## src/rtl/lcd_segment_frame_decoder_macros.svh

```systemverilog
// Assertion macros for the LCD segment frame decoder
`ifndef LCD_SEGMENT_FRAME_DECODER_MACROS_SVH
`define LCD_SEGMENT_FRAME_DECODER_MACROS_SVH

`ifndef NO_ASSERTIONS
`define LSFD_ASSERT_SAME(lbl, ante, cons, msg) \
  lbl: assert property (@(posedge clk) disable iff (!rst_n) (ante) |-> (cons)) \
    else $error(msg);
`define LSFD_ASSERT_NEXT(lbl, ante, cons, msg) \
  lbl: assert property (@(posedge clk) disable iff (!rst_n) (ante) |=> (cons)) \
    else $error(msg);
`define LSFD_ASSERT_LATER2(lbl, ante, cons, msg) \
  lbl: assert property (@(posedge clk) disable iff (!rst_n) (ante) |-> ##2 (cons)) \
    else $error(msg);
`else
`define LSFD_ASSERT_SAME(lbl, ante, cons, msg)
`define LSFD_ASSERT_NEXT(lbl, ante, cons, msg)
`define LSFD_ASSERT_LATER2(lbl, ante, cons, msg)
`endif

`endif

```

## src/rtl/lsfd_pkg.sv

```systemverilog
// Shared types, constants and segment decoder for the LCD segment frame decoder
package lsfd_pkg;

  localparam int unsigned FRAME_LEN      = 20;
  localparam int unsigned KEEP_LEN       = 15;
  localparam int unsigned QUEUE_DEPTH_DEF = 2;

  localparam logic [4:0] POS_IDLE = 5'(FRAME_LEN);
  localparam logic [4:0] POS_LAST = 5'(FRAME_LEN - 1);
  localparam logic [4:0] POS_KEEP = 5'(KEEP_LEN);

  localparam logic [6:0] SEG_0     = 7'b1011111;
  localparam logic [6:0] SEG_1     = 7'b1010000;
  localparam logic [6:0] SEG_2     = 7'b1101101;
  localparam logic [6:0] SEG_3     = 7'b1111100;
  localparam logic [6:0] SEG_4     = 7'b1110010;
  localparam logic [6:0] SEG_5     = 7'b0111110;
  localparam logic [6:0] SEG_6     = 7'b0111111;
  localparam logic [6:0] SEG_7     = 7'b1010100;
  localparam logic [6:0] SEG_8     = 7'b1111111;
  localparam logic [6:0] SEG_9     = 7'b1111110;
  localparam logic [6:0] SEG_D     = 7'b1111001;
  localparam logic [6:0] SEG_I     = 7'b0010000;
  localparam logic [6:0] SEG_O     = 7'b0111001;
  localparam logic [6:0] SEG_L     = 7'b0001011;
  localparam logic [6:0] SEG_BLANK = 7'b0000000;

  localparam logic [3:0] CODE_D       = 4'd10;
  localparam logic [3:0] CODE_I       = 4'd11;
  localparam logic [3:0] CODE_O       = 4'd12;
  localparam logic [3:0] CODE_L       = 4'd13;
  localparam logic [3:0] CODE_BLANK   = 4'd14;
  localparam logic [3:0] CODE_UNKNOWN = 4'd15;

  typedef logic [KEEP_LEN-1:0][7:0] frame_t;

  typedef struct packed {
    logic   valid;
    frame_t frame;
  } frame_xfer_t;

  typedef struct packed {
    logic       done;
    logic [4:0] pos;
  } front_status_t;

  function automatic logic [3:0] seg_decode(input logic [6:0] pat);
    logic [3:0] code;
    unique case (pat)
      SEG_0:     code = 4'd0;
      SEG_1:     code = 4'd1;
      SEG_2:     code = 4'd2;
      SEG_3:     code = 4'd3;
      SEG_4:     code = 4'd4;
      SEG_5:     code = 4'd5;
      SEG_6:     code = 4'd6;
      SEG_7:     code = 4'd7;
      SEG_8:     code = 4'd8;
      SEG_9:     code = 4'd9;
      SEG_D:     code = CODE_D;
      SEG_I:     code = CODE_I;
      SEG_O:     code = CODE_O;
      SEG_L:     code = CODE_L;
      SEG_BLANK: code = CODE_BLANK;
      default:   code = CODE_UNKNOWN;
    endcase
    return code;
  endfunction

endpackage

```

## src/rtl/lsfd_front.sv

```systemverilog
// Front end: byte counting, frame store and frame hand-off
module lsfd_front (
  input  logic                   clk,
  input  logic                   rst_n,
  input  logic                   accept,
  input  logic [7:0]             rx_byte,
  input  logic                   frame_start,
  output lsfd_pkg::frame_xfer_t  push,
  output lsfd_pkg::front_status_t status
);
  import lsfd_pkg::*;

  logic [4:0] pos_r, pos_nxt;
  logic [4:0] pos_eff;
  logic [4:0] pos_inc;
  logic       live;
  logic       wr_en;
  logic       done;
  frame_t     store_r;

  assign pos_eff = frame_start ? 5'd0 : pos_r;
  assign live    = accept && (frame_start || (pos_r < POS_IDLE));
  assign pos_inc = pos_eff + 5'd1;
  assign wr_en   = live && (pos_eff < POS_KEEP);
  assign done    = live && (pos_eff == POS_LAST);

  always_comb begin
    pos_nxt = pos_r;
    if (live) begin
      pos_nxt = pos_inc;
    end
  end

  always_ff @(posedge clk) begin
    if (!rst_n) begin
      pos_r <= POS_IDLE;
    end else begin
      pos_r <= pos_nxt;
    end
  end

  always_ff @(posedge clk) begin
    for (int i = 0; i < KEEP_LEN; i++) begin
      if (wr_en && (pos_eff[3:0] == 4'(i))) begin
        store_r[i] <= rx_byte;
      end
    end
  end

  // bytes 15 to 19 are not kept, so the store is complete when the last byte lands
  assign push.valid  = done;
  assign push.frame  = store_r;
  assign status.done = done;
  assign status.pos  = pos_r;

endmodule

```

## src/rtl/lsfd_queue.sv

```systemverilog
// Frame queue between front end and decode stage
module lsfd_queue #(
  parameter int unsigned DEPTH = lsfd_pkg::QUEUE_DEPTH_DEF
) (
  input  logic                  clk,
  input  logic                  rst_n,
  input  lsfd_pkg::frame_xfer_t push,
  input  logic                  pop,
  output lsfd_pkg::frame_xfer_t head,
  output logic                  full
);
  import lsfd_pkg::*;

  localparam int unsigned PW = (DEPTH > 1) ? $clog2(DEPTH) : 1;
  localparam int unsigned CW = $clog2(DEPTH + 1);

  frame_t        mem_r [DEPTH];
  logic [PW-1:0] wr_ptr_r, wr_ptr_nxt;
  logic [PW-1:0] rd_ptr_r, rd_ptr_nxt;
  logic [CW-1:0] count_r, count_nxt;
  logic          wr;
  logic          rd;

  assign full = (count_r == CW'(DEPTH));
  assign wr   = push.valid && !full;
  assign rd   = pop && (count_r != '0);

  assign head.valid = (count_r != '0);
  assign head.frame = mem_r[rd_ptr_r];

  always_comb begin
    wr_ptr_nxt = wr_ptr_r;
    rd_ptr_nxt = rd_ptr_r;
    count_nxt  = count_r;
    if (wr) begin
      wr_ptr_nxt = (wr_ptr_r == PW'(DEPTH - 1)) ? '0 : wr_ptr_r + 1'b1;
    end
    if (rd) begin
      rd_ptr_nxt = (rd_ptr_r == PW'(DEPTH - 1)) ? '0 : rd_ptr_r + 1'b1;
    end
    if (wr && !rd) begin
      count_nxt = count_r + 1'b1;
    end else if (rd && !wr) begin
      count_nxt = count_r - 1'b1;
    end
  end

  always_ff @(posedge clk) begin
    if (!rst_n) begin
      wr_ptr_r <= '0;
      rd_ptr_r <= '0;
      count_r  <= '0;
    end else begin
      wr_ptr_r <= wr_ptr_nxt;
      rd_ptr_r <= rd_ptr_nxt;
      count_r  <= count_nxt;
    end
  end

  always_ff @(posedge clk) begin
    if (wr) begin
      mem_r[wr_ptr_r] <= push.frame;
    end
  end

endmodule

```

## src/rtl/lsfd_decode.sv

```systemverilog
// Decode stage: segment patterns and indicator bits to registered result
module lsfd_decode (
  input  logic                  clk,
  input  logic                  rst_n,
  input  lsfd_pkg::frame_xfer_t head,
  output logic                  pop,
  output logic                  out_valid,
  output logic [23:0]           out_main_digits,
  output logic [3:0]            out_main_points,
  output logic                  out_main_negative,
  output logic [4:0]            out_main_prefix,
  output logic [7:0]            out_main_units,
  output logic [1:0]            out_coupling,
  output logic [9:0]            out_mode_flags,
  output logic [15:0]           out_aux_digits,
  output logic [2:0]            out_aux_points,
  output logic                  out_aux_negative,
  output logic [3:0]            out_aux_prefix,
  output logic [3:0]            out_aux_units
);
  import lsfd_pkg::*;

  frame_t      f;
  logic        valid_r;
  logic [23:0] main_digits_r, main_digits_nxt;
  logic [3:0]  main_points_r, main_points_nxt;
  logic        main_negative_r;
  logic [4:0]  main_prefix_r;
  logic [7:0]  main_units_r;
  logic [1:0]  coupling_r;
  logic [9:0]  mode_flags_r;
  logic [15:0] aux_digits_r, aux_digits_nxt;
  logic [2:0]  aux_points_r, aux_points_nxt;
  logic        aux_negative_r;
  logic [3:0]  aux_prefix_r;
  logic [3:0]  aux_units_r;

  assign f   = head.frame;
  assign pop = head.valid;

  always_comb begin
    for (int i = 0; i < 6; i++) begin
      main_digits_nxt[4*i +: 4] = seg_decode(f[2 + i][7:1]);
    end
    for (int i = 0; i < 4; i++) begin
      main_points_nxt[i]       = f[3 + i][0];
      aux_digits_nxt[4*i +: 4] = seg_decode(f[9 + i][7:1]);
    end
    for (int i = 0; i < 3; i++) begin
      aux_points_nxt[i] = f[10 + i][0];
    end
  end

  always_ff @(posedge clk) begin
    if (!rst_n) begin
      valid_r <= 1'b0;
    end else begin
      valid_r <= head.valid;
    end
  end

  always_ff @(posedge clk) begin
    if (head.valid) begin
      main_digits_r   <= main_digits_nxt;
      main_points_r   <= main_points_nxt;
      main_negative_r <= f[1][7];
      main_prefix_r   <= {f[14][5], f[14][6], f[14][2], f[14][3], f[13][6]};
      main_units_r    <= {f[14][0], f[14][1], f[14][4], f[14][7],
                          f[13][4], f[13][5], f[13][7], f[7][0]};
      coupling_r      <= {f[1][0], f[0][4]};
      mode_flags_r    <= {f[8][7], f[9][0], f[2][0], f[0][3], f[0][1],
                          f[0][2], f[0][5], f[0][6], f[0][7], f[0][0]};
      aux_digits_r    <= aux_digits_nxt;
      aux_points_r    <= aux_points_nxt;
      aux_negative_r  <= f[8][4];
      aux_prefix_r    <= {f[13][0], f[13][1], f[8][0], f[8][1]};
      aux_units_r     <= {f[8][3], f[8][2], f[13][3], f[13][2]};
    end
  end

  assign out_valid         = valid_r;
  assign out_main_digits   = main_digits_r;
  assign out_main_points   = main_points_r;
  assign out_main_negative = main_negative_r;
  assign out_main_prefix   = main_prefix_r;
  assign out_main_units    = main_units_r;
  assign out_coupling      = coupling_r;
  assign out_mode_flags    = mode_flags_r;
  assign out_aux_digits    = aux_digits_r;
  assign out_aux_points    = aux_points_r;
  assign out_aux_negative  = aux_negative_r;
  assign out_aux_prefix    = aux_prefix_r;
  assign out_aux_units     = aux_units_r;

endmodule

```

## src/rtl/lcd_segment_frame_decoder.sv

```systemverilog
// Top level of the LCD segment frame decoder
// One frame byte is taken per cycle when start is high and busy is low; a byte
// with in_frame_start begins a new frame and drops any partial one. Bytes 0 to
// 14 are kept, 15 to 19 only counted, and bytes outside a frame are ignored.
// The twentieth byte hands the kept frame to a short queue; the decode stage
// drains one frame a cycle and shows the result with out_valid for exactly one
// cycle, once the frame has passed the queue and the decode register. The receiver
// cannot hold results off. busy rises only when the queue is full, which the
// one-frame-a-cycle drain keeps from happening, so bytes go in back to back.
module lcd_segment_frame_decoder #(
  parameter int unsigned QUEUE_DEPTH = lsfd_pkg::QUEUE_DEPTH_DEF
) (
  input  logic        clk,
  input  logic        rst_n,
  input  logic        start,
  output logic        busy,
  input  logic [7:0]  in_rx_byte,
  input  logic        in_frame_start,
  output logic        out_valid,
  output logic [23:0] out_main_digits,
  output logic [3:0]  out_main_points,
  output logic        out_main_negative,
  output logic [4:0]  out_main_prefix,
  output logic [7:0]  out_main_units,
  output logic [1:0]  out_coupling,
  output logic [9:0]  out_mode_flags,
  output logic [15:0] out_aux_digits,
  output logic [2:0]  out_aux_points,
  output logic        out_aux_negative,
  output logic [3:0]  out_aux_prefix,
  output logic [3:0]  out_aux_units
);
  import lsfd_pkg::*;
`include "lcd_segment_frame_decoder_macros.svh"

  logic          accept;
  logic          pop;
  logic          q_full;
  frame_xfer_t   push;
  frame_xfer_t   head;
  front_status_t status;

  assign accept = start && !busy;
  assign busy   = q_full;

  lsfd_front u_front (
    .clk         (clk),
    .rst_n       (rst_n),
    .accept      (accept),
    .rx_byte     (in_rx_byte),
    .frame_start (in_frame_start),
    .push        (push),
    .status      (status)
  );

  lsfd_queue #(
    .DEPTH (QUEUE_DEPTH)
  ) u_queue (
    .clk   (clk),
    .rst_n (rst_n),
    .push  (push),
    .pop   (pop),
    .head  (head),
    .full  (q_full)
  );

  lsfd_decode u_decode (
    .clk               (clk),
    .rst_n             (rst_n),
    .head              (head),
    .pop               (pop),
    .out_valid         (out_valid),
    .out_main_digits   (out_main_digits),
    .out_main_points   (out_main_points),
    .out_main_negative (out_main_negative),
    .out_main_prefix   (out_main_prefix),
    .out_main_units    (out_main_units),
    .out_coupling      (out_coupling),
    .out_mode_flags    (out_mode_flags),
    .out_aux_digits    (out_aux_digits),
    .out_aux_points    (out_aux_points),
    .out_aux_negative  (out_aux_negative),
    .out_aux_prefix    (out_aux_prefix),
    .out_aux_units     (out_aux_units)
  );

  `LSFD_ASSERT_SAME(a_pos_range, 1'b1, status.pos <= POS_IDLE, "byte position out of range")
  `LSFD_ASSERT_LATER2(a_frame_result, status.done, out_valid, "completed frame gave no result")
  `LSFD_ASSERT_NEXT(a_result_spacing, out_valid, !out_valid, "results in adjacent cycles")
  `LSFD_ASSERT_SAME(a_done_needs_accept, status.done, accept && !in_frame_start,
                    "frame completed without a byte")

endmodule

```

## config.mk

```make
export PLATFORM = sky130hd
export DESIGN_NAME = lcd_segment_frame_decoder
export DESIGN_NICKNAME = d
export VERILOG_FILES = /design/src/rtl/lsfd_pkg.sv /design/src/rtl/lsfd_front.sv /design/src/rtl/lsfd_queue.sv /design/src/rtl/lsfd_decode.sv /design/src/rtl/lcd_segment_frame_decoder.sv
export VERILOG_INCLUDE_DIRS = /design/src /design/src/rtl
export SDC_FILE = /design/constraint.sdc
export NUM_CORES = 1
export LEC_CHECK = 0
export BUFFER_PORTS_ARGS = -buffer_cell sky130_fd_sc_hd__buf_4
export CORE_UTILIZATION = 65
export DETAILED_ROUTE_END_ITERATION = 8
export PLACE_DENSITY = 0.84
export SETUP_SLACK_MARGIN = 0.5
export SLEW_MARGIN = 20
export SYNTH_ARGS = -nofsm -noshare
export SYNTH_HDL_FRONTEND = slang
export SYNTH_SLANG_ARGS = --single-unit
```

## constraint.sdc

```tcl
create_clock -name clk -period 49.7 [get_ports clk]
set_clock_uncertainty 0.2 [all_clocks]
set_input_delay 14.91 -clock clk [delete_from_list [all_inputs] [get_ports clk]]
set_output_delay 14.91 -clock clk [all_outputs]
set_load 0.1 [all_outputs]
```

Yosys cells after proc, flatten, opt, wreduce, memory -nomap -nowiden
Memory sizes are Yosys's and may differ from the RTL's. A register that Yosys moved wholly into a read port is not among the register bits.
Index checks and enable logic that the tools add are counted.
- output and inout bits: 84
- logic and storage cells: 254
- RAM bits: 240
- memories kept: 1
- bits in registers: 212
- input port bits: 12
- memories (memory ; depth ; width ; read ports ; clocked after Yosys merged registers in ; wr ports ; line ; source):
    u_queue.mem_r ; 2 ; 120 ; 1 ; 1 ; 1 ; lsfd_queue.sv:17 ; frame_t mem_r [DEPTH];
- equality and inequality tests: 156
- muxes and demuxes: 19
- reduce and logical (&&, ||, !) cells: 39
- magnitude comparators: 2
- add/sub/neg operators: 5
- operators by type and width (cell ; number):
    7-bit == test, second input constant ; 90
    4-bit one-hot mux with 15 select lines ; 10
    7-bit by 6-bit == test with 1-bit output, second input constant ; 30
    7-bit by 4-bit == test with 1-bit output, second input constant ; 10
    7-bit by 5-bit == test with 1-bit output, second input constant ; 10
    7-bit logical NOT ; 10
    4-bit == test, second input constant ; 7
    1-bit logical AND ; 22
    4-bit by 3-bit == test with 1-bit output, second input constant ; 4
    4-bit by 2-bit == test with 1-bit output, second input constant ; 2
    1-bit two-way mux ; 6
    5-bit by 1-bit adder with 5-bit output, second input constant ; 1
    5-bit == test, second input constant ; 1
    5-bit by 4-bit < comparator with 1-bit output, second input constant ; 1
    5-bit < comparator, second input constant ; 1
    5-bit two-way mux ; 1
    4-bit by 1-bit == test with 1-bit output, second input constant ; 1
    4-bit logical NOT ; 1
    2-bit two-way mux ; 2
    2-bit nonzero test ; 2
    1-bit logical NOT ; 3
    1-bit adder, second input constant ; 2
    2-bit by 1-bit adder with 2-bit output, second input constant ; 1
    2-bit == test, second input constant ; 1
    other kinds (2) ; 2

Logic depth before layout (Yosys ltp)
- depth after elaboration: 10
- mapped depth: 10
- gate-level depth less buffers: 8

Cells and area by module
Synthesis repeated with hierarchy kept, for this count alone.
- cells, all modules: 1276
- area total of the unflattened synthesis: 19069.5 um^2
- modules (own cells, without submodules) (module ; seq. area each (um^2) ; area each (um^2) ; cells each ; instances):
    lsfd_queue ; 7307.0 ; 8924.8 ; 398 ; 1
    lsfd_decode ; 2482.4 ; 5989.5 ; 683 ; 1
    lsfd_front ; 3703.6 ; 4141.5 ; 194 ; 1
    lcd_segment_frame_decoder ; 0.0 ; 13.8 ; 1 ; 1

Least setup slack after synthesis
Ideal clock, no wire load.
- kind: in2reg
- start: input in_frame_start
- end: register u_queue.wr_ptr_r
- data arrival time: 27.125 ns
- required time: 49.394 ns
- library setup time: 0.106 ns
- slack: 22.269 ns
- stages: 6
- path buffers: 1
- cell sequence: clkbuf_1 -> nor2b_1 -> ha_1 -> nand2_1 -> nor4_1 -> o21a_1
- word-level cells in the longest chain between the ends: 4
- elaborated cells between the ends (all ways): 6
- classes of those cells: eq/ne (1); mux (1); reduce/logical (4)
- RTL lines (what ; line ; source):
    start: declaration ; lcd_segment_frame_decoder.sv:18 ; input logic in_frame_start,
    5-bit two-way mux or 1-bit logical OR (tied branches) ; lsfd_front.sv:21, lsfd_front.sv:22 ;
    5-bit == test or 1-bit logical AND (tied branches) ; lsfd_front.sv:25, lsfd_front.sv:22 ;
    1-bit logical AND * ; lsfd_front.sv:25 ; assign done = live && (pos_eff == POS_LAST);
    1-bit logical AND * ; lsfd_queue.sv:25 ; assign wr = push.valid && !full;
    end signal: assignment ; lsfd_queue.sv:54 ; wr_ptr_r <= wr_ptr_nxt;
    end: declaration ; lsfd_queue.sv:18 ; logic [PW-1:0] wr_ptr_r, wr_ptr_nxt;
Mark *: on every way between the ends. The rest lies on a longest branch, timed or not.
A chain may end at the register's enable or synchronous reset.

Worst setup path in the final report
- start: input in_frame_start
- end: memory u_queue.mem_r[1][60] in the netlist's numbering (enable)
- word-level cells in the longest chain between the ends: 6
- elaborated cells between the ends (all ways): 8
- classes of those cells: eq/ne (1); mux (3); reduce/logical (4)
- RTL lines (what ; line ; source):
    5-bit two-way mux or 1-bit logical OR (tied branches) ; lsfd_front.sv:21, lsfd_front.sv:22 ;
    5-bit == test or 1-bit logical AND (tied branches) ; lsfd_front.sv:25, lsfd_front.sv:22 ;
    1-bit logical AND * ; lsfd_front.sv:25 ;
    1-bit logical AND * ; lsfd_queue.sv:25 ;
    1-bit two-way mux * ; lsfd_queue.sv:61 ; if (wr) begin
    1-bit two-way mux (not written as such) * ; lsfd_queue.sv:62 ; mem_r[wr_ptr_r] <= push.frame;
    end: declaration ; lsfd_queue.sv:17 ;
Marked as above.

==> summary.md <==
| Metric | Value |
|---|---|
| Critical path's largest stage delay | `0.81 ns` |
| Largest buffer count on any clock path | `3` |
| WL/cell | `21.7 µm` |
| Routability cong. | `0.887` |
| Total CTS buffers | `43` |
| RSZ-0062 raised after global routing | `no` |
| # setup viols final | `0` |
| Worst R2R Setup Slack | `45.82 ns` |
| Most used routing layer | `met2` |
| Hold Crit Depth | `0` |
| # fillers | `1733` |
| Sink Count | `429` |
| Delay-heaviest family, CP | `simple AND/OR/NAND/NOR gates` |
| PortBufs | `95` |
| Chip Width | `175 µm` |
| Post-layout nets | `1491` |
| Post-CTS sizing | `0` |
| Avg Cell Area, Syn | `14.1 µm²` |
| Leak | `0.00705 µW` |
| N_diodes | `0` |
| Max-slew violations | `0` |
| CTS H-tree depth | `2` |
| Initial Utilization | `66.7%` |
| HPWL after detailed placement | `25.2 mm` |
| Number of cell rows | `62` |
| Aggregate global routing overflow | `0` |
| Period minus WS final | `17.79 ns` |
| Post-synth top area share | `64.8%` |
| Pin count of the biggest net entering global routing | `260` |
| Syn nets | `1388` |
| DRT antenna net count | `0` |
| DRC Markers | `0` |
| Synth Flop Type | `edfxtp_1` |
| Vias in the first global route | `11900` |
| CP endpoint kind | `flip-flop` |
| Cells along the critical path | `buf_4 > nor2b_1 > ha_1 > nand2_1 > nor3_1 > and2_4 > buf_4` |
| Share of layout cells above drive strength 1 | `18.8%` |
| Clk root buf | `clkbuf_16` |
| Cells after Synth | `1371` |
| DR pass1 iterations | `8` |
| Vias post-DR | `12700` |
| Post-synth cell types | `87` |
| Met1 Usage GRT | `36.1%` |
| Buffers & Inverters on Critical Path | `2` |
| Fin worst setup slack | `31.91 ns` |
| Cts hold-fix bufs | `0` |
| TritonCTS clock tree | `yes` |
| Die area | `30500 µm²` |
| Hold path endpoint | `u_queue.mem_r[0][28]` |
| Final worst-path cycle share | `35.8%` |
| Postcts setup bufs | `0` |
| Relative slew slack | `32.4%` |
| Synth async-reset ratio | `0%` |
| Synth Cell Area | `19400 µm²` |
| P&R area growth vs syn | `12.1%` |
| Core area | `29000 µm²` |
| Post-Route Utilization | `74.8%` |
| Die height | `175 µm` |
| CP Class | `input pin to flip-flop` |
| Startpoint types | `input pin` |
| Most frequent cells in the layout | `edfxtp_1 (418), nand2_1 (112), buf_4 (99), nand3b_1 (61), nand3_1 (59)` |
| IO Count | `96` |
| Arrival @ worst endpoint | `17.74 ns` |
| Outcome | `completed` |
| Worst min-delay path startpoint | `u_front.push[28]` |
| First-pass GRT wire length | `63.7 mm` |
| Final Hold Vio Count | `0` |
| Initial antenna violation count | `1` |
| Top cells by area, synth | `edfxtp_1 (65%), mux2_2 (3.1%), nand3b_1 (2.4%)` |
| Clock-pin slew of the registers on the worst-case setup and hold paths | `0.06 ns` |
| TNS Setup | `0 ns` |
| Met2 Usage GRT | `44.5%` |
| CP startpoint | `in_frame_start` |
| Max frequency | `56.2 MHz` |
| Hold WC Path Type | `flip-flop to flip-flop` |
| Crit-path max FO | `68` |
| Initial DRC count | `1437` |
| Worst path required time | `49.64 ns` |
| Post-synth EDFFs | `418` |
| R2R cell count | `6` |
| Worst Tran Pin Value | `1.01 ns` |
| Worst skew pair latency | `0.53 ns` |
| Worst hold margin | `0.242 ns` |
| Seq/Total Area, Yosys | `66.0%` |
| Pre-CTS setup slack | `31.49 ns` |
| Commonest non-fill, non-tap cell in the layout | `edfxtp_1` |
| # Max-Cap Violations | `0` |
| PwrDens | `49.3 nW/µm²` |
| RR Endpoint | `u_decode.out_aux_digits[15]` |
| Synth Warn # | `0` |
| Global Route Usage Sum | `26.6%` |
| Via/cell ratio | `6.74` |
| Total wire length | `41.0 mm` |
| Synth Register Bits | `429` |
| Met3 Usage GRT | `4.26%` |
| Post-synth top area cell | `edfxtp_1` |
| Slowest-stage cell, CP | `buf_4` |
| Worst path most repeated cell | `buf_4` |
| Maximum vdd ir drop | `92.9 µV` |
[cells by family after synthesis]
| family | after synthesis | share of synthesized area, % |
|---|---|---|
| buffers and inverters | 64 | 2.00 |
| DFF | 429 | 66.0 |
| xor gates and xnor gates | 15 | 0.678 |
| muxes | 76 | 4.28 |
| and+or+nand+nor | 486 | 15.1 |
| AOI/OAI and AO/OA | 296 | 11.7 |
| adders and majority gates | 5 | 0.323 |
[stage by stage]
stage | std cells | total power [µW] | area, µm²
final | 1891 | 1070 | 21700
after global routing | 1891 | 1100 | 21700
after CTS | 1890 | 1070 | 21700
after detailed placement | 1812 | 757 | 20300
after global placement | 1812 | 752 | 20300
after floorplan | 1371 | 706 | 19400
[area by class of cell]
class                   instances  area, µm²  share of cell area (%)
multi-input cells             878       6210                    28.6
well taps                     384        480                    2.21
inverters                      21       80.1                   0.369
repair buffers                101        783                    3.61
flip-flops and latches        429      12800                    58.8
clock inverters                29        284                    1.31
clock buffers                  49       1100                    5.06
[Yosys cell counts (all sizes together) (8+ instances only)]
| cell type | instances |
|---|---|
| and3 | 9 |
| buf | 38 |
| inv | 21 |
| nand3b | 61 |
| nor3 | 18 |
| nand2b | 9 |
| a31oi | 8 |
| o22ai | 10 |
| xnor2 | 13 |
| a221oi | 15 |
| a222oi | 12 |
| mux2 | 54 |
| and2 | 18 |
| nor3b | 9 |
| a22oi | 41 |
| a32o | 9 |
| edfxtp | 418 |
| nand2 | 112 |
| o211ai | 18 |
| nand4b | 15 |
| mux2i | 22 |
| o21ai | 46 |
| nor2b | 12 |
| nand4 | 13 |
| a32oi | 11 |
| or3 | 26 |
| or3b | 50 |
| o31ai | 14 |
| a21oi | 30 |
| dfxtp | 11 |
| nand3 | 59 |
| o2111ai | 10 |
| nor2 | 38 |
[flip-flops by register name (all words and copies together), names as in the netlist, 5 cells and up, named ones only]
signal                    cells
u_decode.out_mode_flags      10
u_decode.out_main_digits     24
u_front.push                112
u_decode.out_main_prefix      5
u_front.pos_r                 5
u_decode.out_main_units       8
u_queue.mem_r               224
u_decode.out_aux_digits      16
[power breakdown]
part           switching, µW  leakage (µW)  internal (µW)
clock                    134      0.000681            182
sequential              15.8       0.00382            432
combinational            238       0.00255           70.6
total                    387       0.00705            684
[how the worst max path moves through the flow]
| stage | end | slack [ns] | cells after the start |
|---|---|---|---|
| floorplan | u_queue.wr_ptr_r | 22.27 | 6 |
| global placement | u_queue.mem_r[1][59] | 31.60 | 7 |
| detailed placement | u_queue.mem_r[1][58] | 31.49 | 7 |
| CTS | u_queue.mem_r[1][57] | 31.97 | 7 |
| global route | u_queue.mem_r[1][60] | 31.78 | 7 |
| finish | u_queue.mem_r[1][60] | 31.91 | 7 |
[routing by layer]
layer	routed length, µm	share of wire [%]	vias up
li1	-	-	5776
met3	2980	7.3	108
met4	1180	2.9	2
met1	17100	42	6193
met5	29	0.071	-
met2	19700	48	658
No activity file was read; power rests on OpenSTA's default activity.
